### src/rtl/core/motor_command_deadzone_normalizer_core_assert.svh
// Assertion macros shared by the deadzone normalizer RTL.
// Depends on nothing; included by files that carry concurrent checks.
`ifndef MOTOR_COMMAND_DEADZONE_NORMALIZER_CORE_ASSERT_SVH
`define MOTOR_COMMAND_DEADZONE_NORMALIZER_CORE_ASSERT_SVH

// Same-cycle implication, disabled while reset is low.
`define MCDN_ASSERT_IMPL(label, clk, rst_n, ante, cons, msg) \
    label: assert property (@(posedge clk) disable iff (!rst_n) (ante) |-> (cons)) \
        else $error(msg);

// Next-cycle implication, disabled while reset is low.
`define MCDN_ASSERT_NEXT(label, clk, rst_n, ante, cons, msg) \
    label: assert property (@(posedge clk) disable iff (!rst_n) (ante) |=> (cons)) \
        else $error(msg);

`endif

### src/rtl/core/mcdn_pkg.sv
// Package of the motor command deadzone normalizer: field widths, register
// indexes, reset values and the divider step count. Depends on nothing.
package mcdn_pkg;

    // Four motor lanes per beat.
    localparam int N_MOTORS = 4;

    // Configuration register widths.
    localparam int THR_W = 12;
    localparam int OFF_W = 12;
    localparam int LIM_W = 15;

    // The quotient never exceeds the limit, so one step per limit bit.
    localparam int DIV_STEPS = LIM_W;

    // Register indexes on the write port.
    localparam int CFG_IDX_W = 3;
    localparam logic [CFG_IDX_W-1:0] REG_FORCED_A  = 3'd0;
    localparam logic [CFG_IDX_W-1:0] REG_FORCED_B  = 3'd1;
    localparam logic [CFG_IDX_W-1:0] REG_FORCED_C  = 3'd2;
    localparam logic [CFG_IDX_W-1:0] REG_FORCED_D  = 3'd3;
    localparam logic [CFG_IDX_W-1:0] REG_THRESHOLD = 3'd4;
    localparam logic [CFG_IDX_W-1:0] REG_OFFSET    = 3'd5;
    localparam logic [CFG_IDX_W-1:0] REG_LIMIT     = 3'd6;

    // Reset values of the unsigned registers.
    localparam logic [THR_W-1:0] THR_RESET = 12'd30;
    localparam logic [OFF_W-1:0] OFF_RESET = 12'd200;
    localparam logic [LIM_W-1:0] LIM_RESET = 15'd10000;

    // Quotient and dividend low bits as they move through the divider.
    typedef logic [DIV_STEPS-1:0] t_quo;

endpackage

### src/rtl/core/mcdn_div_step.sv
// One registered restoring-division step for all four lanes.
// Depends on mcdn_pkg for the lane count and the quotient type.
module mcdn_div_step
    import mcdn_pkg::*;
#(
    parameter int MAG_W = 16
)
(
    input  logic             i_clk,
    input  logic             i_ld,
    input  logic [MAG_W-1:0] i_max,
    input  logic [MAG_W-1:0] i_rem [N_MOTORS],
    input  t_quo             i_low [N_MOTORS],
    input  t_quo             i_quo [N_MOTORS],
    output logic [MAG_W-1:0] o_max,
    output logic [MAG_W-1:0] o_rem [N_MOTORS],
    output t_quo             o_low [N_MOTORS],
    output t_quo             o_quo [N_MOTORS]
);

    logic [MAG_W:0]   w_trial [N_MOTORS];
    logic [MAG_W:0]   w_diff  [N_MOTORS];
    logic             w_take  [N_MOTORS];
    logic [MAG_W-1:0] n_rem   [N_MOTORS];
    t_quo             n_low   [N_MOTORS];
    t_quo             n_quo   [N_MOTORS];

    logic [MAG_W-1:0] r_max;
    logic [MAG_W-1:0] r_rem [N_MOTORS];
    t_quo             r_low [N_MOTORS];
    t_quo             r_quo [N_MOTORS];

    // Bring down the next dividend bit and subtract the divisor if it fits.
    always_comb begin
        for (int i = 0; i < N_MOTORS; i++) begin
            w_trial[i] = {i_rem[i], i_low[i][DIV_STEPS-1]};
            w_diff[i]  = w_trial[i] - {1'b0, i_max};
            w_take[i]  = (w_trial[i] >= {1'b0, i_max});
            n_rem[i]   = w_take[i] ? w_diff[i][MAG_W-1:0] : w_trial[i][MAG_W-1:0];
            n_low[i]   = {i_low[i][DIV_STEPS-2:0], 1'b0};
            n_quo[i]   = {i_quo[i][DIV_STEPS-2:0], w_take[i]};
        end
    end

    // Stage register, held while the stage is stalled.
    always_ff @(posedge i_clk) begin
        if (i_ld) begin
            r_max <= i_max;
            r_rem <= n_rem;
            r_low <= n_low;
            r_quo <= n_quo;
        end
    end

    assign o_max = r_max;
    assign o_rem = r_rem;
    assign o_low = r_low;
    assign o_quo = r_quo;

endmodule

### config.mk
export PLATFORM = sky130hd
export DESIGN_NAME = mcdn_div_step
export DESIGN_NICKNAME = d
export VERILOG_FILES = /design/src/rtl/core/motor_command_deadzone_normalizer_core_assert.svh /design/src/rtl/core/mcdn_pkg.sv /design/src/rtl/core/mcdn_div_step.sv
export SDC_FILE = /design/constraint.sdc
export NUM_CORES = 1
export LEC_CHECK = 0
export BUFFER_PORTS_ARGS = -buffer_cell sky130_fd_sc_hd__buf_2
export CORE_MARGIN = 5
export CORE_UTILIZATION = 30
export DETAILED_ROUTE_END_ITERATION = 7
export GPL_ROUTABILITY_DRIVEN = 0
export PLACE_DENSITY = 0.53
export SLEW_MARGIN = 0
export SYNTH_ARGS = -nofsm -noshare
export SYNTH_HDL_FRONTEND = slang
export SYNTH_SLANG_ARGS = --single-unit
### constraint.sdc
create_clock -name i_clk -period 6.2 [get_ports i_clk]
set_input_delay 1.24 -clock i_clk [delete_from_list [all_inputs] [get_ports i_clk]]
set_output_delay 1.24 -clock i_clk [all_outputs]
set_load 0.01 [all_outputs]
==> metrics.md, run 1 <==
| Metric | Value |
|---|---|
| Status | `complete, no violations` |
| Initial Utilization | `30.3%` |
| Footprint of the multi-input gates | `3720 µm²` |
| Worst Tran Pin Value | `1.10 ns` |
| Final antenna-violating net count | `0` |
| TritonCTS clock tree | `done` |
| Layout Area Growth over Synthesis | `30.8%` |
| Final Setup Violations | `0` |
| Largest net degree at the start of global routing | `between 100 and 150` |
| DRC | `0` |
| MaxCap Viol Count | `0` |
| Placement Rows | `66` |
| Placement Setup Slack | `1.51 ns` |
| DR WL met2 | `15.9 mm` |
| CP required | `6.39 ns` |
| Hold-fix buffers, CTS | `0` |
| Crit start category | `primary input` |
| Number of flops mapped to enable cells by yosys | `196` |
| TritonCTS buffer count | `17` |
| Pre-antenna DRT Iters | `5` |
| All-Layer GR Usage | `17.0%` |
| RSZ-0062 raised after global routing | `no` |
| Final Max Slew Viols | `0` |
| Power Density | `276 nW/µm²` |
| Seq pwr share | `46.7%` |
| Vias per cell | `4.74` |
| Critical path class | `primary input to register` |
| Total wire length | `around 32 mm` |
| Setup TNS | `0 ns` |
| Clk sinks | `roughly 200` |
| Root Driver | `clkbuf_16` |
| Minimum clock period | `4.17 ns` |
| Top post-synthesis cells by area | `edfxtp_1 (60%), ha_1 (8.1%), a21oi_1 (3.1%)` |
| Vias in the first global route | `7290` |
| First-pass GRT wire length | `45.6 mm` |
| Core area | `32500 µm²` |
| Leak | `0.00554 µW` |
| Worst setup margin | `2.03 ns` |
| Switching power | `1020 µW` |
| Clock transition at path regs | `0.08 ns` |
| Top-count cell post-synth | `edfxtp_1` |
| CTS H-tree lvls | `4` |
| Total die area | `36500 µm²` |
| Clock share of power | `31.3%` |
| Warnings, synthesis | `0` |
| Comb power frac | `22.0%` |
| Layout cells sized above 1 | `40.2%` |
| Post-DP HPWL | `25.0 mm` |
| Max Freq | `roughly 0.24 GHz` |
| Met1 WL | `12.7 mm` |
| Slew margin rel. | `around a quarter` |
| Worst Min Path Start | `i_low[2]` |
| Chip width | `191 µm` |
| Arrival time worst endpoint | `4.37 ns` |
| Number of synthesized register bits | `196` |
| Seq/Total Area, Yosys | `59.9%` |
| Maximum fanout along the worst path | `17` |
| DR top layer | `met5` |
| Fill count | `3178` |
| CP endpoint kind | `register` |
| Synth top area share | `~60%` |
| Power, Total | `3550 µW` |
| Fin crit share | `around two thirds` |
| Top_reg_cell synth | `edfxtp_1` |
| Routed vias | `7536` |
| WL met3 | `3.04 mm` |
| Global route total overflow | `0` |
| FF/Latch Area | `5890 µm²` |
| Chip Height | `between 150 and 200 µm` |
| Worst Hold Class | `primary input to register` |
| DR WL/cell | `between 20 and 25 µm` |
| I/O pin total | `402` |
| Post-CTS sizing | `0` |
| Initial antenna violation count | `12` |
| WHS Endpoint | `o_low[3]$_DFFE_PP_` |
| Min Hold Slack | `0.965 ns` |
| 1st-iter DRT viols | `~330` |
| Worst Hold Depth | `1` |
| Max VDD drop | `0.000175 V` |
| Setup repair bufs after CTS | `0` |
| Final hold viol count | `0` |
| Switching share of power | `between 20 and 30%` |
| Unique masters post-synth | `68` |
| Synth Instances | `about 730` |
| Commonest cells post-synth | `edfxtp_1 (196), ha_1 (64), a21oi_1 (61)` |
| Design internal power | `about 2500 µW` |
| Final net count | `1405` |
| Ys async rst share | `0%` |
| I/O Buffers | `slightly below 400` |
| Cell Area, Synth | `9830 µm²` |
| Number of diodes | `0` |
| Synth area leader | `edfxtp_1` |
| Post-Syn Area per Cell | `about 13 µm²` |
| Clock tree buffer depth | `2` |
## layout by cell type, fill, tap and decap left out, drive strengths merged, types with 11 or more instances in the layout
cell type    n
clkbuf      19
mux2        35
edfxtp     196
nor2b       11
xnor2       20
a21oi       62
ha          64
inv         40
nand3       16
xor2        20
buf        394
o21ai       38
nand2b      13
o21a        14
nand2       24
nor2        58
## cell type report
type	instances	share of cell area [%]
sequential	196	45.8
clock buffer	18	3.34
timing repair buffer	395	15.6
inverter	33	0.964
clock inverter	14	1.07
multi-input combinational	492	28.9
tap	442	4.30
## through the flow
step | utilization, % | instance area [µm²] | instances
after floorplan | - | 9840 | 737
after global placement | 37.9 | 12300 | 1558
after detailed placement | 37.9 | 12300 | 1558
after CTS | 39.6 | 12900 | 1590
after global routing | 39.6 | 12900 | 1590
final | 39.6 | 12900 | 1590
## kinds of logic after synthesis
group / count (synthesis) / synth area share [%]
AO/OA/AOI/OAI: 181 / 12.2
flip-flops: 196 / 59.9
multiplexers: 44 / 5.20
other: 1 / 0.0382
adder cells (fa/ha/maj): 68 / 8.96
XOR/XNOR: 40 / 3.57
AND/OR/NAND/NOR: 155 / 7.82
buffers and inverters: 49 / 2.34
## sequential cells by signal (all words and copies together), names as in the netlist
name   cells
o_rem     64
o_quo     60
o_low     56
o_max     16
## worst max path at each step
stage          cells past startpoint  slack (ns)  startpoint                   to
3_3_place_gp                       9        1.53    i_max[1]  o_rem[34]$_DFFE_PP_
4_1_cts                            9        2.00    i_max[1]  o_rem[35]$_DFFE_PP_
2_1_floorplan                      8        2.55    i_max[6]  o_rem[40]$_DFFE_PP_
3_5_place_dp                       9        1.51    i_max[1]  o_rem[35]$_DFFE_PP_
5_1_grt                           10        1.82    i_max[1]  o_rem[60]$_DFFE_PP_
6_report                           9        2.03    i_max[1]  o_rem[35]$_DFFE_PP_
## power by group through the flow
stage                     Combinational, µW  Sequential [µW]  Clock (µW)
after global placement                  785             1690           0
final                                   781             1660        1110
after global routing                    860             1670        1210
after floorplan                         368             1770           0
after CTS                               796             1660        1160
after detailed placement                791             1690           0
## layer usage
metal | global-route usage (%) | vias up
met2 | 29.2 | 286
met1 | 19.8 | 3562
met4 | 5.22 | 24
li1 | - | 3614
met5 | 0 | -
met3 | 6.34 | 50
## critical path, stage by stage
cell and delay [ns]:
buf_2 0.27, inv_1 0.26, ha_1 0.37, nor2b_4 0.13, o31ai_1 0.25, a21oi_1 0.19, a221o_1 0.47, a41oi_4 0.75
mux2_2 0.42
Power figures use the tool's default switching activity.
==> run 2: changes to the inputs <==
--- a/config.mk
+++ b/config.mk
@@ -10,7 +10,7 @@
 export CORE_UTILIZATION = 30
 export DETAILED_ROUTE_END_ITERATION = 7
 export GPL_ROUTABILITY_DRIVEN = 0
-export PLACE_DENSITY = 0.53
+export PLACE_DENSITY = 0.55
 export SLEW_MARGIN = 0
 export SYNTH_ARGS = -nofsm -noshare
 export SYNTH_HDL_FRONTEND = slang
==> constraint.sdc (replaced) <==
create_clock -name i_clk -period 3.6 [get_ports i_clk]
set_input_delay 0.72 -clock i_clk [delete_from_list [all_inputs] [get_ports i_clk]]
set_output_delay 0.72 -clock i_clk [all_outputs]
set_load 0.01 [all_outputs]
==> run 2 against run 1 <==
Highest routed layer unchanged. Hold slack worse by 0.52 ns. Sequential power is 72% higher. Clock power is 73% higher. Critical endpoint unchanged. Wire length is 2.1% higher. Global-route usage is 0.34 points higher. Non-clock buffer count is 35 higher. Worst setup slack worse by 1.4 ns. Sequential share of layout area is 1.0 points lower. Final cell count is 2.3% higher.
==> metrics.md, run 2 (synthesis gave the netlist of run 1 again) <==
| Metric | Value |
|---|---|
| Status | `complete, no violations` |
| Commonest non-fill, non-tap cells in the layout | `buf_2 (392), edfxtp_1 (196), ha_1 (64)` |
| Final Setup Violations | `0` |
| Global route total overflow | `0` |
| Vias per cell | `4.70` |
| Total wire length | `roughly 33 mm` |
| CP endpoint kind | `register` |
| Largest register FFs | `64` |
| RSZ-0062 raised after global routing | `no` |
| Max Freq | `0.339 GHz` |
| Fin crit share | `81.9%` |
| Maximum fanout along the worst path | `10` |
| Pre-antenna DRT Iters | `4` |
| Setup TNS | `0 ns` |
| All-Layer GR Usage | `17.3%` |
| Worst setup margin | `0.652 ns` |
| Post-DP HPWL | `26.3 mm` |
| Slew margin rel. | `between 60% and 70%` |
| Initial antenna violation count | `12` |
| MaxCap Viol Count | `0` |
| Clk sinks | `196` |
| Initial Utilization | `30.3%` |
| Clock tree buffer depth | `2` |
| TritonCTS buffer count | `17` |
| Final Max Slew Viols | `0` |
| Most common cell after layout, fill and taps aside | `buf_2` |
| Worst Hold Class | `primary input to register` |
| Chip Height | `around 190 µm` |
| Critical path class | `primary input to register` |
| Setup repair bufs after CTS | `0` |
| FF/Latch Area | `5890 µm²` |
| Crit start category | `primary input` |
| Hold-fix buffers, CTS | `0` |
| Worst Tran Pin Value | `0.594 ns` |
| Placement Rows | `66` |
| Clock transition at path regs | `0.08 ns` |
| Arrival time worst endpoint | `3.15 ns` |
| 1st-iter DRT viols | `449` |
| Final antenna-violating net count | `0` |
| Layout cells sized above 1 | `41.9%` |
| Worst Min Path Start | `i_quo[42]` |
| WHS Endpoint | `o_quo[43]$_DFFE_PP_` |
| Minimum clock period | `2.95 ns` |
| I/O Buffers | `393` |
| First-pass GRT wire length | `46.6 mm` |
| Worst Hold Depth | `1` |
| Power Density | `469 nW/µm²` |
| Fill count | `3151` |
| Largest net degree at the start of global routing | `78` |
| Total die area | `36500 µm²` |
| CP required | `3.80 ns` |
| Chip width | `about 190 µm` |
| Power, Total | `~6000 µW` |
| Root Driver | `clkbuf_16` |
| CTS H-tree lvls | `4` |
| I/O pin total | `402` |
| Footprint of the multi-input gates | `around 3700 µm²` |
| Vias in the first global route | `around 7700` |
| Layout Area Growth over Synthesis | `33.8%` |
| DR WL/cell | `20.3 µm` |
| Max VDD drop | `0.000319 V` |
| Min Hold Slack | `0.448 ns` |
| Core area | `about 32000 µm²` |
| Routed vias | `7644` |
| Placement Setup Slack | `0.149 ns` |
| Final hold viol count | `0` |
| DRC | `0` |
| TritonCTS clock tree | `done` |
| Leak | `0.00570 µW` |
| Post-CTS sizing | `0` |
| Final net count | `approximately 1400` |
==> run 2: changes by cell type in the layout (fill, tap and decap cells not counted) <==
cell        delta
clkinvlp_4     +2
clkinv_1       +1
buf_12         +1
diode_2        +2
clkinv_2       -2
clkinv_8       +2
clkinv_4       -1
inv_8          -2
buf_4         +34
==> run 2: cell type report <==
class | instances | share of cell area [%]
antenna | 2 | 0.0381
clock buffer | 18 | 3.27
clock inverter | 14 | 1.12
inverter | 33 | 0.942
multi-input combinational | 492 | 28.3
sequential | 196 | 44.8
tap | 442 | 4.21
timing repair buffer | 430 | 17.3
==> run 2: layer usage <==
layer	global-route usage (%)	up-vias	wire (µm)
met4	3.59	20	376
li1	-	3682	-
met3	6.74	41	3180
met2	30.4	285	16300
met1	20.3	3616	13000
met5	0	-	122
==> run 2: critical path, stage by stage <==
cell	delay, ns
buf_2	0.11
inv_1	0.26
ha_1	0.35
o21a_1	0.19
o31ai_1	0.08
a21oi_1	0.15
a221o_1	0.46
a41oi_4	0.25
buf_4	0.22
mux2_2	0.36
==> run 2: stage by stage <==
step,instance area (µm²),cells,utilization [%]
3_5_place_dp,12600,1593,38.7
3_3_place_gp,12600,1593,38.7
6_report,13100,1627,40.5
4_1_cts,13100,1625,40.5
2_1_floorplan,9840,737,-
5_1_grt,13100,1625,40.5
==> run 2: worst max-delay path by stage <==
stage / from / end / slack [ns] / cells past startpoint
finish: i_max[2] / o_rem[35]$_DFFE_PP_ / 0.65 / 10
global placement: i_max[2] / o_rem[38]$_DFFE_PP_ / 0.20 / 10
global route: i_max[2] / o_rem[2]$_DFFE_PP_ / 0.48 / 11
CTS: i_max[2] / o_rem[39]$_DFFE_PP_ / 0.63 / 10
floorplan: i_max[6] / o_rem[40]$_DFFE_PP_ / 0.47 / 8
detailed placement: i_max[2] / o_rem[38]$_DFFE_PP_ / 0.15 / 10
==> run 2: power by group <==
| part | internal (µW) | switching, µW | total (µW) |
|---|---|---|---|
| combinational | 617 | 770 | 1390 |
| sequential | 2800 | 55.4 | 2860 |
| clock | 977 | 941 | 1920 |
| total | 4390 | 1770 | 6160 |
==> run 3: changes to the inputs <==
--- a/config.mk
+++ b/config.mk
@@ -5,12 +5,13 @@
 export SDC_FILE = /design/constraint.sdc
 export NUM_CORES = 1
 export LEC_CHECK = 0
+export ABC_AREA = 1
 export BUFFER_PORTS_ARGS = -buffer_cell sky130_fd_sc_hd__buf_2
 export CORE_MARGIN = 5
 export CORE_UTILIZATION = 30
 export DETAILED_ROUTE_END_ITERATION = 7
 export GPL_ROUTABILITY_DRIVEN = 0
-export PLACE_DENSITY = 0.55
+export PLACE_DENSITY = 0.54
 export SLEW_MARGIN = 0
 export SYNTH_ARGS = -nofsm -noshare
 export SYNTH_HDL_FRONTEND = slang
==> constraint.sdc (replaced) <==
create_clock -name i_clk -period 2.4 [get_ports i_clk]
set_input_delay 0.48 -clock i_clk [delete_from_list [all_inputs] [get_ports i_clk]]
set_output_delay 0.48 -clock i_clk [all_outputs]
set_load 0.01 [all_outputs]
==> run 3 against run 2 <==
Synthesized cell count grew 72%. Area after synthesis grew 14%. Via count grew 33%. Design area grew 17%. Non-clock buffer count grew 88. Core utilization grew 1.2 points. Largest cell class unchanged. Sequential power grew 49%. Global-route usage grew 1.1 points. Critical path depth grew 4.
==> metrics.md, run 3 <==
| Metric | Value |
|---|---|
| Synth area leader | `edfxtp_1` |
| Final antenna-violating net count | `0` |
| Switching share of power | `31.7%` |
| Final Non-Filler Cells | `roughly 2300` |
| Commonest non-fill, non-tap cells in the layout | `nand2_1 (479), buf_2 (392), edfxtp_1 (196)` |
| Post-Syn Area per Cell | `8.89 µm²` |
| Vias per cell | `4.47` |
| Final hold viol count | `0` |
| Comb power frac | `about a quarter` |
| Number of flops mapped to enable cells by yosys | `around 200` |
| Top-count cell post-synth | `nand2_1` |
| Minimum clock period | `2.16 ns` |
| Main combinational cell family by area after synthesis | `simple AND/OR/NAND/NOR gates` |
| Most common cell after layout, fill and taps aside | `nand2_1` |
| Warnings, synthesis | `0` |
| Clock tree buffer depth | `2` |
| Synth Instances | `around 1300` |
| Maximum fanout along the worst path | `16` |
| Clock transition at path regs | `around 0.08 ns` |
| Slew margin rel. | `65.4%` |
| Vias in the first global route | `9649` |
| Total wire length | `39.5 mm` |
| Cell Area, Synth | `approximately 11000 µm²` |
| Leak | `0.00799 µW` |
| Status | `complete, no violations` |
| Final std cell area, no fill | `15300 µm²` |
| MaxCap Viol Count | `0` |
| TritonCTS buffer count | `17` |
| Fill count | `between 3000 and 4000` |
| Max VDD drop | `between 0.0004 and 0.0005 V` |
| Mux cell area share after synthesis | `0%` |
| Largest register FFs | `64` |
| Final net count | `2055` |
| Worst Hold Class | `primary input to register` |
| Setup repair bufs after CTS | `0` |
| Clk sinks | `196` |
| Max Freq | `0.463 GHz` |
| Global route total overflow | `0` |
| Hold-fix buffers, CTS | `0` |
| Post-Synth Simple-Gate Area | `27.5%` |
| DR WL/cell | `about 17 µm` |
| Layout Area Growth over Synthesis | `36.6%` |
| 1st-iter DRT viols | `493` |
| Largest net degree at the start of global routing | `52` |
| Number of synthesized register bits | `196` |
| Crit start category | `primary input` |
| Chip Height | `roughly 200 µm` |
| First-pass GRT wire length | `57.6 mm` |
| Seq pwr share | `43.9%` |
| I/O pin total | `~400` |
| Clock share of power | `30.5%` |
| Switching power | `3080 µW` |
| Seq/Total Area, Yosys | `52.4%` |
| Commonest cells post-synth | `nand2_1 (479), edfxtp_1 (196), inv_1 (192)` |
| Synth Area in Adders | `7.85%` |
| Layout cells sized above 1 | `33.6%` |
| Design internal power | `around 6600 µW` |
| Ys async rst share | `0%` |
| Root Driver | `clkbuf_16` |
| Core area | `36800 µm²` |
| Placed instance count | `between 2000 and 2500` |
| Fin crit share | `between 90% and 100%` |
| DRC | `0` |
| Worst Tran Pin Value | `0.519 ns` |
| Total die area | `41400 µm²` |
| Post-synthesis compound-gate area fraction | `approximately 2.1%` |
| Initial antenna violation count | `14` |
| Arrival time worst endpoint | `~2.4 ns` |
| Power Density | `633 nW/µm²` |
| Initial Utilization | `a little under a third` |
| All-Layer GR Usage | `18.5%` |
| I/O Buffers | `393` |
| Pre-antenna DRT Iters | `6` |
| Unique masters post-synth | `35` |
| Synth top area share | `52.4%` |
| Top post-synthesis cells by area | `edfxtp_1 (52%), nand2_1 (16%), ha_1 (7.1%)` |
| Post-DP Area | `14700 µm²` |
| CP endpoint kind | `register` |
| Final Setup Violations | `0` |
| Chip width | `203 µm` |
| Post-synthesis xor/xnor area fraction | `1.87%` |
| Routed vias | `10145` |
| TritonCTS clock tree | `done` |
| Post-CTS sizing | `0` |
| Post-DP HPWL | `approximately 32 mm` |
| RSZ-0062 raised after global routing | `no` |
| Min Hold Slack | `0.204 ns` |
| Placement Rows | `70` |
| CTS H-tree lvls | `4` |
| Critical path class | `primary input to register` |
| Final Max Slew Viols | `0` |
| CP required | `~2.6 ns` |
| Top_reg_cell synth | `edfxtp_1` |
[run 3: changes by cell type after synthesis, sizes merged, moves of 13 or more]
| cell | previous run | this run |
|---|---|---|
| nand2b | 13 | 0 |
| o21ai | 38 | 2 |
| inv | 33 | 205 |
| mux2 | 35 | 0 |
| a21oi | 62 | 35 |
| nand2 | 24 | 503 |
| nand3 | 16 | 101 |
| xnor2 | 20 | 5 |
[run 3: routing by layer]
metal / vias to the layer above / GRT usage, % / part of all wire [%]
met5: - / 0 / 0.31
met3: 51 / 5.44 / 7.8
met1: 4609 / 21.4 / 40
met2: 340 / 33.0 / 50
met4: 18 / 5.83 / 2.3
li1: 5127 / - / -
[run 3: final timing paths]
check | start | to | slack [ns] | cells past startpoint
max | i_max[9] | o_rem[29]$_DFFE_PP_ | 0.24 | 14
min | i_low[24] | o_low[25]$_DFFE_PP_ | 0.20 | 1
[run 3: logic make-up after synthesis]
logic type	after synthesis
XOR/XNOR	24
AO/OA/AOI/OAI	44
buffers and inverters	223
adder cells (fa/ha/maj)	68
flip-flops	196
AND/OR/NAND/NOR	707
other	1
[run 3: power groups by stage]
stage,registers (µW),clock network (µW),logic [µW]
after CTS,4270,3060,2520
after global routing,4290,3220,2770
after detailed placement,4340,0,2510
final,4260,2960,2490
after global placement,4340,0,2490
after floorplan,4550,0,1090
[run 3: layout make-up]
| cell class | count | area [µm²] | share of cell area, % |
|---|---|---|---|
| clock buffer | 18 | 429 | 2.80 |
| inverter | 205 | 769 | 5.02 |
| clock inverter | 14 | 178 | 1.16 |
| sequential | 196 | 5890 | 38.4 |
| multi-input combinational | 847 | 4430 | 28.9 |
| tap | 468 | 586 | 3.82 |
| timing repair buffer | 518 | 3040 | 19.8 |
| antenna | 4 | 10.0 | 0.0653 |
[run 3: worst max-delay path, cell delays in order]
cell and delay (ns):
buf_2 0.09, inv_1 0.23, buf_4 0.23, ha_1 0.34, nand2_1 0.07, inv_1 0.08
nand2_1 0.08, nor2_2 0.15, nand3_1 0.11, nand2_2 0.09, nor2_4 0.05, buf_4 0.20
nand3_1 0.09, nand2_1 0.06
[run 3: through the flow]
step | TNS, ns | setup slack, ns | utilization (%) | total power, µW
floorplan | 0 | 0.336 | - | 5640
global placement | -8.19 | -0.185 | 40.0 | 6830
detailed placement | -8.87 | -0.179 | 40.0 | 6860
CTS | 0 | 0.313 | 41.6 | 9850
global route | 0 | 0.134 | 41.7 | 10300
finish | 0 | 0.239 | 41.7 | 9700
